### src/hw/rtl/tcsr_ram.sv
// ----------------------------------------------------------------------------
// tcsr_ram
// simple dual-port memory, one write and one registered read per cycle
// ----------------------------------------------------------------------------
module tcsr_ram #(
   parameter int WIDTH = 8,
   parameter int DEPTH = 4
) (
   input  logic                                   clock,
   input  logic                                   wr_en,
   input  logic [((DEPTH > 1) ? $clog2(DEPTH) : 1)-1:0] wr_addr,
   input  logic [WIDTH-1:0]                       wr_data,
   input  logic                                   rd_en,
   input  logic [((DEPTH > 1) ? $clog2(DEPTH) : 1)-1:0] rd_addr,
   output logic [WIDTH-1:0]                       rd_data_ff
);

   logic [WIDTH-1:0] mem_ff [DEPTH];

   always_ff @(posedge clock) begin
      if (wr_en) begin
         mem_ff[wr_addr] <= wr_data;
      end
      if (rd_en) begin
         rd_data_ff <= mem_ff[rd_addr];
      end
   end

endmodule

### config.mk
export PLATFORM = sky130hd
export DESIGN_NAME = tcsr_ram
export DESIGN_NICKNAME = d
export VERILOG_FILES = /design/src/hw/rtl/tcsr_ram.sv
export SDC_FILE = /design/constraint.sdc
export NUM_CORES = 1
export LEC_CHECK = 0
export ABC_AREA = 1
export BUFFER_PORTS_ARGS = -buffer_cell sky130_fd_sc_hd__buf_4
export CAP_MARGIN = 20
export CORE_ASPECT_RATIO = 0.9
export CORE_MARGIN = 2
export CORE_UTILIZATION = 45
export CTS_CLUSTER_SIZE = 30
export DETAILED_ROUTE_END_ITERATION = 16
export GPL_TIMING_DRIVEN = 0
export PLACE_DENSITY_LB_ADDON = 0.2
export SYNTH_ARGS = -nofsm -noshare
export SYNTH_HDL_FRONTEND = slang
export SYNTH_SLANG_ARGS = --single-unit
### constraint.sdc
create_clock -name clock -period 1.7 [get_ports clock]
set_clock_uncertainty 0.2 [all_clocks]
set_input_delay 0.085 -clock clock [delete_from_list [all_inputs] [get_ports clock]]
set_output_delay 0.085 -clock clock [all_outputs]
set_load 0.02 [all_outputs]
==> results by group <==
Place
  – Post-DP HPWL: between 2 and 2.5 mm
  – DP Area: approximately 1900 um^2
  – Placed insts: around 210
  – IO Port Bufs: 20
  – Setup WS pre-CTS: 0.01400 ns
  – Routability Congestion: ~0.74

Drt
  – Routed len/inst: 12.84 um
  – TritonRoute pass-1 iters: 4
  – DR iter-0 viols: a little over 60
  – Remaining DRCs: 0
  – Vias/cell: 4.704
  – Detail Route Antenna Nets: 0
  – Total Routed Length: between 2 and 3 mm
  – Routed via count: approximately 1100

Worst setup path
  – FF-to-FF Start: mem_ff[1][4]
  – R2R setup slack: 0.61 ns
  – Crit Path Max Fanout: 5
  – Kind of critical path: in2reg
  – Data arrival time of the worst path: between 1 and 1.5 ns
  – Worst path required time: roughly 1.5 ns
  – RR Endpoint: rd_data_ff[4]
  – Worst R2R Path Depth: 4
  – Crit. Startpoint: wr_addr[1]
  – Startpoint types: input pin
  – Worst Setup End Kind: register

Layout
  – Final #Nets: 196
  – Antenna diodes: 0
  – Share of cells above drive strength 1: 19.23%
  – Reg area: between 1000 and 1500 um^2
  – Fill cells: 273
  – Area occupied by multi-input gates: roughly 250 um^2
  – Post-route cell area: 2059 um^2
  – Finished Core Util: between 60% and 70%
  – Post-route insts no fill: 226
  – Synth-to-Final Area Change: 26.52%

Synth
  – Netlist Area Pre-Place: 1628 um^2
  – YS warnings: 0
  – Synth Area in XOR/XNOR: 0%
  – Simple-Gate Fraction of Synth Area: roughly 15%
  – Seq/Total Area, Yosys: between 70% and 80%
  – Adder-Cell Fraction of Synth Area: 0%
  – Yosys cell types: 9
  – Top cells by area, synth: edfxtp_1 74%, nand2_1 9.2%, inv_1 8.3%
  – Compound-Gate Fraction of Synth Area: 0%
  – Mapped Avg Cell Area: approximately 12 um^2
  – Leading area contributor after synthesis: edfxtp_1
  – Post-synth top area share: around 74%
  – Synthesized netlist net count: about 160
  – Cells after Synth: about 140
  – Synth Register Bits: 40
  – Mux contribution to synthesized area: 0%
  – Largest family of logic cells by synthesized area: simple AND/OR/NAND/NOR gates

Timing
  – Fmax: between 700 and 800 MHz
  – Pins over their slew limit: 0
  – Final period utilization: 78.44%
  – Hold Fails Final Rpt: 0
  – Setup ws final: about 0.37 ns
  – Setup repair after global routing missed its margin: false
  – Final worst path period need: ~1.3 ns
  – Worst-margin pin slew: between 0.7 and 0.8 ns
  – Final setup fails: 0
  – Max_slew headroom: a little under half
  – TNS Setup: 0 ns
  – Final hold slack: a little over 0.006 ns

Power and ir drop
  – Int Pwr: between 1.5 and 2 mW
  – Clock power frac: between 30% and 40%
  – Leakage power total: 0.9375 nW
  – Net Sw Power: between 0.4 and 0.5 mW
  – Switching Fraction: between 10% and 20%
  – Total Power: ~2.1 mW
  – Power share of the sequential group: 55.9%
  – PD cells: just over 1000 nW/um^2
  – Comb power frac: a little under a tenth
  – Peak supply drop: between 0.0004 and 0.0005 V

Worst hold path
  – Worst min-delay path startpoint: wr_addr[1]
  – Hold Path Cell Cnt: 2
  – Worst Hold Class: in2reg
  – Worst Hold Path EP: mem_ff[0][3]

Clock tree
  – CTS tree: built
  – Bufs on Longest Clock Path: 2
  – Clock-pin slew on the worst setup and hold paths: 0.07 ns
  – Worst-Skew Late Latency: 0.28 ns
  – CTS Root Cell: clkbuf_8
  – Num CTS Buffers: 5
  – H-tree levels: 2
  – Total clock sinks: 40

Floorplan
  – Starting Density: approximately 47%
  – Core ar.: 3428 um^2
  – DIE HEIGHT: roughly 60 um
  – IO Pins: 23
  – Die span in x: just under 70 um
  – Die area: approximately 4100 um^2
  – # rows: 20

Status
  – Outcome: complete, no violations

Flow run
  – Max-cap violations: 0

GRT
  – Initial antenna violation count: 0
  – First-pass GRT wire length: 4.616 mm
  – Grt ovf: 0
  – Number of global-route vias before repair: approximately 950
  – Global Route Usage Sum: 16.52%
  – Largest net degree at the start of global routing: 13
==> cell usage in the layout (no fill, tap or decap) <==
master / netlist / routed
nor3_1: 4 / 4
inv_1: 36 / 36
nand2_1: 40 / 40
inv_4: 1 / 1
buf_2: 1 / 1
bufinv_16: 0 / 1
dlygate4sd3_1: 0 / 9
clkinv_1: 0 / 2
edfxtp_1: 40 / 40
buf_6: 2 / 2
nand3_1: 16 / 16
buf_4: 1 / 25
clkbuf_8: 0 / 5
==> power by group through the flow <==
| stage | clock, mW | combinational [mW] | sequential, mW |
|---|---|---|---|
| global route | 0.778 | 0.214 | 1.16 |
| global placement | 0 | 0.164 | 1.18 |
| floorplan | 0 | 0.0755 | 1.20 |
| detailed placement | 0 | 0.178 | 1.18 |
| CTS | 0.727 | 0.195 | 1.16 |
| finish | 0.719 | 0.193 | 1.16 |
==> routing by layer <==
metal  GRT usage [%]  share of wire, %  vias up
li1                -                 -      524
met1           20.99                44      496
met2           25.60                47       41
met4           7.289              0.96        0
met3           6.399               7.5        2
met5               0                 0        -
==> area by class of cell <==
cell class                 instances  area share (%)
sequential                        40           58.32
multi-input combinational         60           12.15
tap                               44           2.673
clock buffer                       5           3.341
buffer                             4           1.701
inverter                          37           6.865
timing repair buffer              33           13.12
clock inverter                     3           1.823
==> critical path, cell delays in order <==
cell	delay [ns]
buf_4	0.09
inv_1	0.04
nor3_1	0.64
buf_4	0.27
==> kinds of logic (layout without fill, tap and decap cells) <==
group,after synthesis,after routing
simple gates,60,60
buf+inv,41,82
flops,40,40
==> what timing repair did <==
| item | in CTS | in global routing |
|---|---|---|
| hold buffers | 9 | 0 |
| gates resized for setup | 0 | 0 |
| endpoints found under the hold margin | 40 | 0 |
| buffers inserted | 0 | 0 |
==> how the worst max path moves through the flow <==
| stage | depth (start not counted) | slack, ns | to |
|---|---|---|---|
| 5_1_grt | 4 | 0.26 | mem_ff[1][0] |
| 2_1_floorplan | 2 | 0.35 | mem_ff[3][0] |
| 4_1_cts | 4 | 0.32 | mem_ff[1][0] |
| 3_5_place_dp | 4 | 0.01 | mem_ff[1][2] |
| 3_3_place_gp | 3 | -0.17 | mem_ff[3][2] |
| 6_report | 4 | 0.37 | mem_ff[2][0] |
==> cells in the mapped netlist <==
cell type,count
nor3_1,4
inv_4,1
buf_6,2
buf_2,1
inv_1,36
nand3_1,16
buf_4,1
edfxtp_1,40
nand2_1,40
==> state kept, by name, summed over array words and instances, names as in the netlist <==
signal,count
mem_ff,32
rd_data_ff,8
Power figures use the tool's default switching activity.
